==> src/itoa_pkg.sv <==
// Shared types and constants for the integer to ASCII formatter.
// Holds the beat structs, the format selector codes, the sequencer states and character codes.
// No dependencies.
`default_nettype none

package itoa_pkg;

    typedef logic [1:0] t_fmt;

    localparam t_fmt FMT_UDEC = 2'd0;
    localparam t_fmt FMT_SDEC = 2'd1;
    localparam t_fmt FMT_HEX  = 2'd2;
    localparam t_fmt FMT_NONE = 2'd3;

    typedef struct packed {
        t_fmt        req_type;
        logic [31:0] value;
        logic [3:0]  hex_digits;
    } t_in_beat;

    typedef struct packed {
        logic [7:0] ascii_char;
        logic       last;
    } t_out_beat;

    typedef enum logic [2:0] {
        ST_IDLE,
        ST_SIGN,
        ST_CONV,
        ST_DEC,
        ST_PREFIX,
        ST_HEX
    } t_state;

    localparam logic [7:0] CH_ZERO  = 8'h30;
    localparam logic [7:0] CH_X     = 8'h78;
    localparam logic [7:0] CH_MINUS = 8'h2d;
    // 'a' minus ten, so that a nibble of ten or more maps straight onto 'a'..'f'
    localparam logic [7:0] CH_HEX_A = 8'h57;
    localparam logic [3:0] NIB_TEN  = 4'd10;

endpackage

`default_nettype wire

==> src/integer_to_ascii_formatter.sv <==
// Integer to ASCII formatter: unsigned/signed decimal and 0x-prefixed hex, one character a beat.
// Uses itoa_pkg for beat structs, selector codes, states and character codes.
//
//  channel | dir | handshake                | payload
//  --------+-----+--------------------------+---------------------------------
//  in      | in  | i_in_valid / o_in_stall   | i_in_data  (req_type, value, hex_digits)
//  out     | out | o_out_valid / i_out_stall | o_out_data (ascii_char, last)
//
// Decimal: an accept step, a leading '-' for a negative signed value, then shift-and-add-3
// BCD conversion over all VALUE_BITS input bits on one shared bank of digit adjusters, then
// one character per shown BCD digit, with leading zeros skipped and no beat given for them.
// Hex: accept, '0' and 'x' prefix, one character per digit. The input stalls until the last
// character is loaded into the output register. Reset is synchronous and clears control state.
// A stalled output holds the sequencer while it has a character to load; the conversion and
// the leading-zero skipping run on.
`default_nettype none

module integer_to_ascii_formatter #(
    parameter int VALUE_BITS = 32
) (
    input  wire                   i_clk,
    input  wire                   i_rst_n,
    input  wire                   i_in_valid,
    output logic                  o_in_stall,
    input  wire itoa_pkg::t_in_beat i_in_data,
    output logic                  o_out_valid,
    input  wire                   i_out_stall,
    output itoa_pkg::t_out_beat   o_out_data
);

    localparam int NUM_DIGITS = (VALUE_BITS * 30103) / 100000 + 1;
    localparam int BCD_W      = NUM_DIGITS * 4;
    localparam int NUM_NIBS   = (VALUE_BITS + 3) / 4;
    localparam int HEX_W      = NUM_NIBS * 4;
    localparam int CNT_W      = $clog2(VALUE_BITS + 1);
    localparam int NIB_IDX_W  = (NUM_NIBS > 1) ? $clog2(NUM_NIBS) : 1;

    itoa_pkg::t_state    r_state, n_state;
    logic [VALUE_BITS-1:0] r_bin, n_bin;
    logic [BCD_W-1:0]    r_bcd, n_bcd;
    logic [CNT_W-1:0]    r_cnt, n_cnt;
    logic                r_seen, n_seen;
    logic                r_x, n_x;
    logic                r_out_valid, n_out_valid;
    itoa_pkg::t_out_beat r_out_data, n_out_data;

    logic                  accept;
    logic                  can_emit;
    logic [VALUE_BITS-1:0] in_val;
    logic [VALUE_BITS-1:0] in_neg;
    logic [CNT_W-1:0]      nd_in;
    logic [CNT_W-1:0]      nd_sat;
    logic [BCD_W-1:0]      bcd_adj;
    logic [3:0]            top_dig;
    logic                  show;
    logic [HEX_W-1:0]      hex_vec;
    logic [CNT_W-1:0]      cnt_dec;
    logic [3:0]            nib;

    assign o_in_stall  = (r_state != itoa_pkg::ST_IDLE);
    assign accept      = i_in_valid && !o_in_stall;
    assign can_emit    = !r_out_valid || !i_out_stall;
    assign o_out_valid = r_out_valid;
    assign o_out_data  = r_out_data;

    assign in_val  = VALUE_BITS'(i_in_data.value);
    assign in_neg  = VALUE_BITS'(0) - in_val;
    assign nd_in   = CNT_W'(i_in_data.hex_digits);
    assign nd_sat  = (nd_in > CNT_W'(NUM_NIBS)) ? CNT_W'(NUM_NIBS) : nd_in;
    assign top_dig = r_bcd[BCD_W-1 -: 4];
    assign show    = (top_dig != 4'd0) || r_seen || (r_cnt == CNT_W'(1));
    assign hex_vec = HEX_W'(r_bin);
    assign cnt_dec = r_cnt - CNT_W'(1);
    assign nib     = hex_vec[cnt_dec[NIB_IDX_W-1:0]*4 +: 4];

    // add 3 to every BCD digit of five or more ahead of the shift
    always_comb begin
        for (int d = 0; d < NUM_DIGITS; d++) begin
            if (r_bcd[d*4 +: 4] >= 4'd5) begin
                bcd_adj[d*4 +: 4] = r_bcd[d*4 +: 4] + 4'd3;
            end else begin
                bcd_adj[d*4 +: 4] = r_bcd[d*4 +: 4];
            end
        end
    end

    always_ff @(posedge i_clk) begin
        if (!i_rst_n) begin
            r_state     <= itoa_pkg::ST_IDLE;
            r_out_valid <= 1'b0;
            r_cnt       <= '0;
            r_seen      <= 1'b0;
            r_x         <= 1'b0;
        end else begin
            r_state     <= n_state;
            r_out_valid <= n_out_valid;
            r_cnt       <= n_cnt;
            r_seen      <= n_seen;
            r_x         <= n_x;
        end
    end

    always_ff @(posedge i_clk) begin
        r_bin      <= n_bin;
        r_bcd      <= n_bcd;
        r_out_data <= n_out_data;
    end

    always_comb begin
        n_state     = r_state;
        n_bin       = r_bin;
        n_bcd       = r_bcd;
        n_cnt       = r_cnt;
        n_seen      = r_seen;
        n_x         = r_x;
        n_out_valid = r_out_valid && i_out_stall;
        n_out_data  = r_out_data;

        case (r_state)
            itoa_pkg::ST_IDLE: begin
                if (accept) begin
                    n_bin  = in_val;
                    n_bcd  = '0;
                    n_cnt  = CNT_W'(VALUE_BITS);
                    n_seen = 1'b0;
                    n_x    = 1'b0;
                    case (i_in_data.req_type)
                        itoa_pkg::FMT_UDEC: n_state = itoa_pkg::ST_CONV;
                        itoa_pkg::FMT_SDEC: begin
                            if (in_val[VALUE_BITS-1]) begin
                                n_bin   = in_neg;
                                n_state = itoa_pkg::ST_SIGN;
                            end else begin
                                n_state = itoa_pkg::ST_CONV;
                            end
                        end
                        itoa_pkg::FMT_HEX: begin
                            n_cnt   = nd_sat;
                            n_state = itoa_pkg::ST_PREFIX;
                        end
                        default: n_state = itoa_pkg::ST_IDLE;
                    endcase
                end
            end
            itoa_pkg::ST_SIGN: begin
                if (can_emit) begin
                    n_out_valid           = 1'b1;
                    n_out_data.ascii_char = itoa_pkg::CH_MINUS;
                    n_out_data.last       = 1'b0;
                    n_state               = itoa_pkg::ST_CONV;
                end
            end
            itoa_pkg::ST_CONV: begin
                n_bcd = {bcd_adj[BCD_W-2:0], r_bin[VALUE_BITS-1]};
                n_bin = {r_bin[VALUE_BITS-2:0], 1'b0};
                n_cnt = cnt_dec;
                if (r_cnt == CNT_W'(1)) begin
                    n_cnt   = CNT_W'(NUM_DIGITS);
                    n_state = itoa_pkg::ST_DEC;
                end
            end
            itoa_pkg::ST_DEC: begin
                // drop leading zeros without a beat; hold while a digit waits on the output
                if (!show || can_emit) begin
                    if (show) begin
                        n_out_valid           = 1'b1;
                        n_out_data.ascii_char = itoa_pkg::CH_ZERO + {4'd0, top_dig};
                        n_out_data.last       = (r_cnt == CNT_W'(1));
                        n_seen                = 1'b1;
                    end
                    n_bcd = {r_bcd[BCD_W-5:0], 4'd0};
                    n_cnt = cnt_dec;
                    if (r_cnt == CNT_W'(1)) begin
                        n_state = itoa_pkg::ST_IDLE;
                    end
                end
            end
            itoa_pkg::ST_PREFIX: begin
                if (can_emit) begin
                    n_out_valid = 1'b1;
                    if (!r_x) begin
                        n_out_data.ascii_char = itoa_pkg::CH_ZERO;
                        n_out_data.last       = 1'b0;
                        n_x                   = 1'b1;
                    end else begin
                        n_out_data.ascii_char = itoa_pkg::CH_X;
                        n_out_data.last       = (r_cnt == '0);
                        n_state = (r_cnt == '0) ? itoa_pkg::ST_IDLE : itoa_pkg::ST_HEX;
                    end
                end
            end
            itoa_pkg::ST_HEX: begin
                if (can_emit) begin
                    n_out_valid = 1'b1;
                    if (nib < itoa_pkg::NIB_TEN) begin
                        n_out_data.ascii_char = itoa_pkg::CH_ZERO + {4'd0, nib};
                    end else begin
                        n_out_data.ascii_char = itoa_pkg::CH_HEX_A + {4'd0, nib};
                    end
                    n_out_data.last = (r_cnt == CNT_W'(1));
                    n_cnt           = cnt_dec;
                    if (r_cnt == CNT_W'(1)) begin
                        n_state = itoa_pkg::ST_IDLE;
                    end
                end
            end
            default: n_state = itoa_pkg::ST_IDLE;
        endcase
    end

    a_busy_after_accept: assert property (@(posedge i_clk) disable iff (!i_rst_n)
        (accept && i_in_data.req_type != itoa_pkg::FMT_NONE) |=> o_in_stall)
        else $error("formatter did not leave idle after a request");

    a_conv_count: assert property (@(posedge i_clk) disable iff (!i_rst_n)
        (r_state == itoa_pkg::ST_CONV) |-> (r_cnt != '0))
        else $error("conversion counter ran out");

    a_hex_count: assert property (@(posedge i_clk) disable iff (!i_rst_n)
        (r_state == itoa_pkg::ST_HEX) |-> (r_cnt != '0 && r_cnt <= CNT_W'(NUM_NIBS)))
        else $error("hex digit count out of range");

    a_final_digit: assert property (@(posedge i_clk) disable iff (!i_rst_n)
        (r_state == itoa_pkg::ST_DEC && r_cnt == CNT_W'(1) && can_emit)
        |=> (o_out_valid && o_out_data.last))
        else $error("final decimal digit not flagged");

endmodule

`default_nettype wire
==> config.mk <==
export PLATFORM = sky130hd
export DESIGN_NAME = integer_to_ascii_formatter
export DESIGN_NICKNAME = d
export VERILOG_FILES = /design/src/itoa_pkg.sv /design/src/integer_to_ascii_formatter.sv
export SDC_FILE = /design/constraint.sdc
export NUM_CORES = 1
export LEC_CHECK = 0
export ABC_AREA = 1
export BUFFER_PORTS_ARGS = -buffer_cell sky130_fd_sc_hd__buf_2
export CAP_MARGIN = 30
export CORE_UTILIZATION = 29
export DETAILED_ROUTE_END_ITERATION = 6
export GPL_TIMING_DRIVEN = 0
export SETUP_SLACK_MARGIN = 0.5
export SYNTH_ARGS = -nofsm -noshare
export SYNTH_HDL_FRONTEND = slang
export SYNTH_SLANG_ARGS = --single-unit
==> constraint.sdc <==
create_clock -name i_clk -period 9.6 [get_ports i_clk]
set_clock_uncertainty 0.1 [all_clocks]
set_input_delay 2.4 -clock i_clk [delete_from_list [all_inputs] [get_ports i_clk]]
set_output_delay 2.4 -clock i_clk [all_outputs]
set_load 0.02 [all_outputs]
; After elaboration in Yosys (flattened, before gate mapping)
; Cells that the tools add are included.
[word_totals]
inputBits = 42
elab_cells = 136
regBits = 93
out_inout_bits = 11
[classes]
add_sub_neg = 15
reduce_logical = 29
n_shift = 1
n_lt_le_gt_ge = 12
n_eq_ne = 16
n_mux = 54
[ops]
columns = op, count
row1 = $pmux 40 s3, 1
row2 = $mux 32, 3
row3 = $mux 40, 2
row4 = $pmux 32 s2, 1
row5 = $mux 9, 5
row6 = $ge 4x3->1 const B, 10
row7 = $mux 4, 10
row8 = $add 4x2->4 const B, 9
row9 = $pmux 9 s4, 1
row10 = $shiftx 32x6->4, 1
row11 = $sub 1x32->32 const A, 1
row12 = $mux 3, 10
row13 = $mux 6, 5
row14 = $pmux 6 s4, 1
row15 = $pmux 3 s6, 1
row16 = $mux 8, 2
row17 = $ne 2x2->1 const B, 8
row18 = $add 6x4->7 const A, 2
row19 = $reduce_bool 4->1, 3
row20 = $pmux 3 s3, 1
row21 = $add 7x4->8 const A, 1
row22 = $reduce_and 4->1, 2
row23 = $mux 1, 7
row24 = $reduce_and 7->1, 1
row25 = 24 further kinds, 39

; Logic depth before layout (Yosys ltp)
; Gate-level depths: netlist of the first run.
[depth]
depth_word = 7
mapped_depth = 18
mapped_depth_nobuf = 16

; Worst setup path before layout of the first run
; Ideal clock, no wire load.
[synth_path]
kind = input port to flip-flop
from = in i_out_stall
to = reg r_bcd[0], enable pin
path_stages = 3
path_buffers = 0
setup_time_ns = 0.487
path_slack_ns = 3.640
arrival_time_ns = 5.373
cell_sequence = nand2_1 -> nor2_1 -> nor3_1
[synth_between]
elab_chain_cells = 5
[synth_rtl]
columns = item, line
row1 = start: declaration, integer_to_ascii_formatter.sv:27  ; input wire i_out_stall,
row2 = $logic_not 1->1, integer_to_ascii_formatter.sv:62  ; assign can_emit = !r_out_valid || !i_out_stall;
row3 = $logic_or 1x1->1, integer_to_ascii_formatter.sv:62
row4 = $logic_or 1x1->1, integer_to_ascii_formatter.sv:164  ; if (!show || can_emit) begin
row5 = $ne 2x2->1 (no line), --
row6 = $reduce_and 3->1 (no line), --
row7 = end signal: assignment, integer_to_ascii_formatter.sv:105  ; r_bcd <= n_bcd;
row8 = end: declaration, integer_to_ascii_formatter.sv:40  ; logic [BCD_W-1:0] r_bcd, n_bcd;
; No other way between the ends.
; A chain may end at the register's enable or synchronous reset.

; Worst setup path after layout of the first run
[layout_path]
from = in i_out_stall
to = reg r_bcd[6], enable pin
; Same word-level chain as after synthesis.

==> results of run 1 <==
-- cell type report --
class | instances | area share (%)
timing repair buffer | 56 | 4.47
clock buffer | 9 | 3.06
inverter | 119 | 6.07
tap | 280 | 4.76
sequential | 92 | 35.9
clock inverter | 4 | 0.595
buffer | 27 | 2.01
multi-input combinational | 622 | 43.1
-- metrics by stage --
step / util, % / hold slack (ns) / total power, W / std cells / worst slack, ns
after floorplan: - / 0.331 / 0.00172 / 860 / 3.64
after global placement: 32.2 / 0.398 / 0.00204 / 1191 / 1.91
after detailed placement: 32.6 / 0.379 / 0.00208 / 1196 / 5.28
after CTS: 33.8 / 0.389 / 0.00243 / 1209 / 5.65
after global routing: 33.8 / 0.425 / 0.00265 / 1209 / 5.50
final: 33.8 / 0.390 / 0.00242 / 1209 / 5.66
-- cells in the final DEF, fill, tap and decap left out, types with 2 or more instances in the layout --
cell type  instances
a21oi_1           26
buf_2             71
buf_4              4
buf_6              2
buf_8              2
clkbuf_1           3
clkbuf_16          9
clkinv_2           2
conb_1             2
dfxtp_1           12
edfxtp_1          80
ha_1              25
inv_1            111
inv_2              8
nand2_1          195
nand2_2            8
nand3_1           69
nand3_2            2
nand3b_1           2
nand4_1            9
nor2_1           110
nor2_2             9
nor2_4             2
nor3_1             2
nor3_2             2
o211ai_1           7
o21ai_0           87
o21ai_1           13
o22ai_1           13
o32ai_1            6
xnor2_1            4
xor2_1            23
-- flip-flops by register name, summed over array words and instances (netlist names) --
signal / flops
r_cnt: 6
r_x: 1
r_state: 3
o_out_valid: 1
o_out_data: 8
hex_vec: 32
r_bcd: 40
r_seen: 1
-- path summary, 6_finish.rpt --
kind	to	from	slack, ns
setup / recovery	r_bcd[6]	i_out_stall	5.66
setup reg to reg	o_out_data[3]	r_cnt[0]	6.92
hold reg to reg	r_seen	r_seen	0.39
hold / removal	r_seen	r_seen	0.39
-- metal layers --
metal	GRT usage, %	wire length, um	vias up
met1	21.7	8080	2656
met3	1.52	827	18
met4	6.35	226	0
li1	-	-	2974
met2	22.6	7160	153
met5	0	0	-
-- tightest hold or removal path, stage by stage (launching register included) --
cell     delay [ns]
dfxtp_1        0.30
inv_1          0.08
a21oi_1        0.07
-- logic make-up after synthesis --
group	synth area share (%)
xor+xnor	3.69
flops	41.3
compound gates	13.2
other cells	0.117
fa+ha+maj	4.88
buf+inv	9.28
simple gates	27.5
-- where the power goes --
group	internal, W	switching, W
Sequential	0.000697	0.000110
Combinational	0.000423	0.000851
Clock	0.000196	0.000148
Total	0.00132	0.00111
==> results.yml, run 1 <==
route:
  drc: 1
  firstDrtPassIters: 7
  first_iter_violations: 404
  ant_nets: 0
  wl_per_cell_um: 13.5
  routed_wl_um: 16300
  dr_total_vias: 5801
  vias_per_cell: 4.80
floorplanning:
  fp.dieW_um: 151
  core_um2: 21800
  rows: 54
  start_util_pct: 29.4
  die-area_um2: 22700
  die_y_um: 151
  ioPinCount: 53
cts:
  cts_tree: "yes"
  cts_hold_buf: 0
  cts_resized: 0
  cts_made_buffers: 9
  clock_sinks: 92
  clk_latency_ns: 0.35
  path_clk_slew_ns: 0.06
  htree_levels: 3
  post_cts_buffers: 0
  cts_buffer_depth: 2
  cts_root_buf: "clkbuf_16"
final_layout:
  seqCellArea_um2: 2640
  stdcell_area_um2: 7360
  finalNetCount: 994
  num_antenna_cells: 0
  drive_gt1_share_pct: 13.3
  nFillCells: 2319
  area_growth_pct: 14.9
  multi_input_area_um2: 3170
global_routing:
  grt_pass1_wl_um: 26500
  grt_max_degree: 26
  grt_pass1_vias: 5252
  antenna_found_initial: 0
  gr-usage-all-layers_pct: 15.0
  grt_overflow: 0
worst_hold_path:
  holdCritPathClass: "flop to flop"
  hold_path_depth: 2
placement:
  numPortBuffers: 51
  placed_area_um2: 7090
  gp_congestion: 0.841
  post-dp-hpwl_um: 12500
sta:
  max_freq_mhz: 254
  finalHoldViolations: 0
  worst_pin_slew_ns: 0.851
  slew_headroom_pct: 43.0
  rsz0062_at_grt: "no"
  finalSetupTns_ns: 0
  slew_violations: 0
  period_needed_ns: 3.94
  finalCritPeriodShare_pct: 41.1
  finalSetupViolCount: 0
logic_synthesis:
  synth.most_common_cell: "nand2_1"
  yosys.cell_types.count: 35
  yosysWarnings: 0
  synth_top_area_share_pct: 37.5
  synthTopCellsByCount: "nand2_1, inv_1, nor2_1"
  syn_area_um2: 6400
  synth.yosys.seq_area_share_pct: 41.3
  syn_inst: 860
  synth_fp_nets: 927
  postSynthAreaPerCell_um2: 7.45
  synth_edf_count: 80
  synth_area_leaders: "edfxtp_1, nand2_1, o21ai_0"
  ys_seq_elements: 92
  synth_top_cell_by_area: "edfxtp_1"
  synth-main-ff-cell: "edfxtp_1"
  async_flop_share_pct: 0
critical_path:
  crit_chain: "buf_2 -> nand2_1 -> nor2_1 -> nor3_2 -> buf_8 -> buf_8"
  endpoint_kind: "flop"
  path_buf_inv: 3
  reg2regPathDepth: 18
  crit_family: "simple AND/OR/NAND/NOR gates"
  critPathSlowestCell: "nor3_2"
  cp_num_cells: 6
  crit_top_cell: "buf_8"
  cpPeakStageDelay_ns: 0.66
  required_ns: 9.56
  critical_path_arrival_ns: 3.91
  cp-start-kind: "input pin"
  critical_path_class: "input pin to flop"
  worstPathMaxFanout: 11
job:
  drv_cap: 0
power_and_ir_drop:
  power.density_nw_per_um2: 330
  p_leak_nw: 3.25
  peakVddDrop_mv: 0.141
status:
  status: "finished with violations"
  violations: "design-rule violations"
(Power assumes the default switching activity.)
==> run 2, diff against run 1 <==
--- a/config.mk
+++ b/config.mk
@@ -5,7 +5,7 @@
 export SDC_FILE = /design/constraint.sdc
 export NUM_CORES = 1
 export LEC_CHECK = 0
-export ABC_AREA = 1
+export ABC_AREA = 0
 export BUFFER_PORTS_ARGS = -buffer_cell sky130_fd_sc_hd__buf_2
 export CAP_MARGIN = 30
 export CORE_UTILIZATION = 29
==> constraint.sdc (replaced) <==
create_clock -name i_clk -period 4.08 [get_ports i_clk]
set_clock_uncertainty 0.1 [all_clocks]
set_input_delay 1.02 -clock i_clk [delete_from_list [all_inputs] [get_ports i_clk]]
set_output_delay 1.02 -clock i_clk [all_outputs]
set_load 0.02 [all_outputs]
==> run 2 against run 1 <==
  * The flow now finishes without violations
  * Cell count is 13% lower
  * Sequential share of layout area shrank 0.11 points
  * Critical path depth rose by 4
  * Register-to-register slack worse by 6.1 ns
  * Setup slack worse by 4.9 ns
  * Combinational power up 63%
  * Clock-buffer cell count rose by 1
  * Clock power grew 130%
==> results.yml, run 2 <==
critical_path:
  cp-start-kind: "flop"
  crit_top_cell: "buf_2"
  endpoint_kind: "flop"
  critPathSlowestCell: "mux2i_1"
  required_ns: 4.12
  worstPathMaxFanout: 10
  crit_chain: "buf_2 -> inv_1 -> ha_1 -> buf_2 -> buf_4 -> mux4_2 -> mux2i_1 -> a21oi_1 -> and3_1 -> o21ai_0"
  rr_endpoint: "o_out_data[5]"
  rrSetupSlack_ns: 0.78
  critical_path_arrival_ns: 3.35
  critical_path_class: "flop to flop"
  r2r_start: "r_cnt[0]"
  cpPeakStageDelay_ns: 0.44
  reg2regPathDepth: 10
worst_hold_path:
  hold-path-endpoint: "r_seen"
  hold_path_depth: 2
  holdCritPathClass: "flop to flop"
  hp-start: "r_seen"
sta:
  worst_pin_slew_ns: 0.753
  rsz0062_at_grt: "no"
  period_needed_ns: 3.30
  finalSetupViolCount: 0
  max_freq_mhz: 303
  slew_headroom_pct: 49.3
  finalHoldViolations: 0
  finalCritPeriodShare_pct: 81.0
  slew_violations: 0
  fin_worst_hold_slack_ns: 0.371
final_layout:
  final_util_pct: 33.8
  finalNetCount: 836
  largest_reg_flops: 40
  final_cells: 1054
  stdcell_area_um2: 7380
  area_growth_pct: 14.6
  layout_common_cells: "edfxtp_1, a21oi_1, nand2_1"
  final_common_cell: "edfxtp_1"
  regMostFlops: "r_bcd"
  num_antenna_cells: 0
  drive_gt1_share_pct: 12.9
logic_synthesis:
  synth_edf_count: 80
  synthTopCellsByCount: "a21oi_1, edfxtp_1, nand2_1"
  synth_top_cell_by_area: "edfxtp_1"
  syn_area_um2: 6440
  syn_inst: 705
  synth_area_leaders: "edfxtp_1, a21oi_1, ha_1"
  synth_fp_nets: 772
  yosys.cell_types.count: 70
  postSynthAreaPerCell_um2: 9.14
  yosysWarnings: 0
  synth-main-ff-cell: "edfxtp_1"
  synth_top_area_share_pct: 37.3
  async_flop_share_pct: 0
  ys_seq_elements: 92
  synth.yosys.seq_area_share_pct: 41.0
cts:
  post_cts_buffers: 0
  cts_tree: "yes"
  htree_levels: 3
  clk_latency_ns: 0.36
  cts_root_buf: "clkbuf_16"
  cts_made_buffers: 9
  path_clk_slew_ns: 0.07
  cts_buffer_depth: 2
  cts_hold_buf: 0
  clock_sinks: 92
global_routing:
  grt_pass1_wl_um: 27000
  grt_overflow: 0
  gr-usage-all-layers_pct: 15.3
  grt_max_degree: 28
  grt_pass1_vias: 5044
  antenna_found_initial: 0
power_and_ir_drop:
  power.density_nw_per_um2: 623
  fin_total_pwr_w: 0.00460
  peakVddDrop_mv: 0.261
  p_leak_nw: 2.66
placement:
  gp_congestion: 0.844
  dpl.cell_count: 1038
  post-dp-hpwl_um: 12400
  placed_area_um2: 7110
  numPortBuffers: 51
route:
  ant_nets: 0
  drc: 0
  firstDrtPassIters: 5
  first_iter_violations: 427
  dr_total_vias: 5456
  routed_wl_um: 16800
  vias_per_cell: 5.18
  wl_per_cell_um: 16.0
floorplanning:
  start_util_pct: 29.5
  core_um2: 21800
  rows: 54
  die_y_um: 151
  fp.dieW_um: 151
  die-area_um2: 22800
  ioPinCount: 53
job:
  drv_cap: 0
status:
  status: "complete, no violations"
[run 2: cell types whose count changed after synthesis, moves of 17 or more]
cell and change:
clkbuf_1 +17, nor2_1 -54, o21ai_0 -26, inv_1 -76, nand3_1 -62, nand2_1 -117, xnor2_1 +19, mux2i_1 +20
nand2b_1 +17, a21oi_1 +54
[run 2: area by class of cell]
cell class / count / area, um^2
fill: 2235 / 14400
multi-input combinational: 541 / 3530
sequential: 92 / 2640
tap: 280 / 350
timing repair buffer: 53 / 303
clock buffer: 10 / 229
buffer: 37 / 154
inverter: 35 / 131
clock inverter: 6 / 38.8
[run 2: per-stage QoR]
stage / TNS [ns] / setup WS [ns]
finish: 0 / 0.776
global route: 0 / 0.579
CTS: 0 / 0.714
detailed placement: 0 / 0.583
global placement: -4.33 / -0.111
floorplan: 0 / 0.937
[run 2: worst max-delay path, delay by kind of cell, from the launching register on]
| family | cells | cell delay (ns) |
|---|---|---|
| buffers and inverters | 4 | 0.86 |
| AO/OA/AOI/OAI | 2 | 0.50 |
| flip-flops | 1 | 0.34 |
| adder cells (fa/ha/maj) | 1 | 0.31 |
| multiplexers | 2 | 0.77 |
| AND/OR/NAND/NOR | 1 | 0.21 |
[run 2: logic make-up (layout without fill, tap and decap cells)]
kind of cell | after synthesis | count (layout) | synth area share, %
xor+xnor | 38 | 38 | 5.17
flops | 92 | 92 | 41.0
simple gates | 242 | 242 | 19.9
fa+ha+maj | 25 | 25 | 4.86
mux | 27 | 27 | 5.38
other cells | 2 | 2 | 0.117
buf+inv | 72 | 141 | 4.43
compound gates | 207 | 207 | 19.2
[run 2: routing by layer]
metal | vias up | share of wire, % | GRT usage [%]
met4 | 0 | 1.0 | 4.55
met2 | 154 | 45 | 23.3
met1 | 2585 | 49 | 22.4
met3 | 13 | 4.7 | 1.87
li1 | 2704 | - | -
met5 | - | 0 | 0
[run 2: worst max path at each step]
stage	slack, ns	to	startpoint
5_1_grt	0.58	o_out_data[3]	r_cnt[0]
2_1_floorplan	0.94	r_bcd[0]	r_bcd[36]
6_report	0.78	o_out_data[5]	r_cnt[0]
3_5_place_dp	0.58	hex_vec[31]	i_in_data[26]
3_3_place_gp	-0.11	r_bcd[16]	r_state[0]
4_1_cts	0.71	hex_vec[16]	r_state[0]
[run 2: power breakdown]
group	total, W	switching, W	internal, W	leakage [nW]
Combinational	0.00207	0.00123	0.000841	1.63
Clock	0.000797	0.000383	0.000414	0.131
Sequential	0.00174	0.000278	0.00146	0.900
Total	0.00460	0.00189	0.00271	2.66
[run 2: what timing repair did]
action / 4_1_cts / 5_1_grt
endpoints found under the hold margin: 0 / 0
setup endpoints to repair: 0 / 23
gates resized for setup: 0 / 2
==> run 3, diff against run 2 <==
==> constraint.sdc (replaced) <==
create_clock -name i_clk -period 3.4 [get_ports i_clk]
set_clock_uncertainty 0.1 [all_clocks]
set_input_delay 0.85 -clock i_clk [delete_from_list [all_inputs] [get_ports i_clk]]
set_output_delay 0.85 -clock i_clk [all_outputs]
set_load 0.02 [all_outputs]
==> run 3 against run 2 <==
  * Clock power increased by 30%
  * Fmax rose by 17%
  * Flip-flop and latch count did not move
  * Via count grew 0.99%
  * Sequential share of layout area fell by 0.67 points
  * Routed wire length up 1.1%
  * Global-route usage grew 0.086 points
  * Die area did not move
==> results.yml, run 3 (synthesis results as in run 2) <==
placement:
  gp_congestion: 0.829
  numPortBuffers: 51
  dpl.cell_count: 1038
  dp_slack_ns: -0.0334
  post-dp-hpwl_um: 12400
critical_path:
  endpoint_kind: "flop"
  worstPathMaxFanout: 10
  required_ns: 3.40
  critical_path_arrival_ns: 2.82
  cp-start-kind: "flop"
  critical_path_class: "flop to flop"
  rrSetupSlack_ns: 0.57
global_routing:
  grt_overflow: 0
  met2_usage_pct: 23.9
  grtUsageMet3_pct: 2.11
  antenna_found_initial: 0
  grtUsageMet1_pct: 21.9
  grt_most_used_layer: "met2"
  gr-usage-all-layers_pct: 15.4
  grt_max_degree: 27
  grt_pass1_vias: 5139
  grt_pass1_wl_um: 26900
floorplanning:
  die_y_um: 151
  rows: 54
  core_um2: 21800
  ioPinCount: 53
  start_util_pct: 29.5
  die-area_um2: 22800
  fp.dieW_um: 151
final_layout:
  largest_reg_flops: 40
  layout_common_cells: "edfxtp_1, nand2_1, a21oi_1"
  final_cells: 1060
  nFillCells: 2250
  final_util_pct: 34.5
  finalNetCount: 842
  drive_gt1_share_pct: 15.5
  final_common_cell: "edfxtp_1"
  regMostFlops: "r_bcd"
  area_growth_pct: 16.9
  num_antenna_cells: 0
cts:
  cts_buffer_depth: 2
  cts_hold_buf: 0
  cts_tree: "yes"
  cts_root_buf: "clkbuf_16"
  htree_levels: 3
  cts_made_buffers: 9
  path_clk_slew_ns: 0.07
  clk_latency_ns: 0.36
  clock_sinks: 92
sta:
  max_freq_mhz: 354
  finalHoldViolations: 0
  fin_worst_hold_slack_ns: 0.365
  slew_headroom_pct: 52.6
  worst_pin_slew_ns: 0.703
  slew_violations: 0
  finalSetupViolCount: 0
  worst_slack_ns: 0.574
  period_needed_ns: 2.83
  rsz0062_at_grt: "no"
  finalCritPeriodShare_pct: 83.1
route:
  routed_wl_um: 17000
  drc: 0
  firstDrtPassIters: 5
  dr_total_vias: 5510
  wl_per_cell_um: 16.1
  first_iter_violations: 330
  ant_nets: 0
  vias_per_cell: 5.20
power_and_ir_drop:
  peakVddDrop_mv: 0.289
  p_leak_nw: 2.70
  fin_total_pwr_w: 0.00574
  power.density_nw_per_um2: 763
status:
  status: "complete, no violations"
worst_hold_path:
  holdCritPathClass: "flop to flop"
job:
  drv_cap: 0
==> run 3: cell type report <==
class / instances / area, um^2 / share of cell area [%]
Buffer: 37 / 174 / 2.31
Clock buffer: 9 / 225 / 2.99
Clock inverter: 7 / 73.8 / 0.981
Inverter: 35 / 135 / 1.79
Multi-Input combinational cell: 541 / 3580 / 47.5
Sequential cell: 92 / 2650 / 35.1
Tap cell: 280 / 350 / 4.65
Timing Repair Buffer: 59 / 348 / 4.62
==> run 3: layer usage <==
metal	share of wire [%]	vias up
met3	4.4	20
li1	-	2708
met1	49	2639
met5	0	-
met2	45	143
met4	1.4	0
==> run 3: metrics by stage <==
| step | area (um^2) | setup TNS, ns |
|---|---|---|
| 2_1_floorplan | 6450 | 0 |
| 3_3_place_gp | 7060 | -21.07 |
| 3_5_place_dp | 7110 | -0.580 |
| 4_1_cts | 7490 | 0 |
| 5_1_grt | 7530 | 0 |
| 6_report | 7530 | 0 |
==> run 3: report_power, final <==
| group | leakage [nW] | internal (W) | switching (W) |
|---|---|---|---|
| Clock | 0.136 | 0.000573 | 0.000466 |
| Combinational | 1.67 | 0.00110 | 0.00151 |
| Sequential | 0.901 | 0.00175 | 0.000341 |
| Total | 2.70 | 0.00342 | 0.00232 |
==> run 3: path summary, 6_finish.rpt <==
| path | startpoint | to | cells past startpoint |
|---|---|---|---|
| max | r_cnt[0] | o_out_data[2] | 10 |
| min | r_seen | r_seen | 2 |
| max reg2reg | r_cnt[0] | o_out_data[2] | 10 |
| min reg2reg | r_seen | r_seen | 2 |
==> run 3: repair_timing <==
action,CTS,global route
setup buffers,5,1
pin swaps,1,0
hold endpoints to repair,0,0
gates resized for setup,13,10
endpoints found under the setup margin,79,13
==> run 3: worst max-delay path, cell delays in order, from the launching register on <==
cell and delay (ns):
dfxtp_2 0.34, buf_6 0.11, clkinvlp_4 0.07, ha_1 0.29
clkbuf_4 0.17, buf_8 0.16, mux2i_1 0.13, mux4_2 0.55
ha_2 0.35, a21oi_1 0.07, a22o_1 0.22
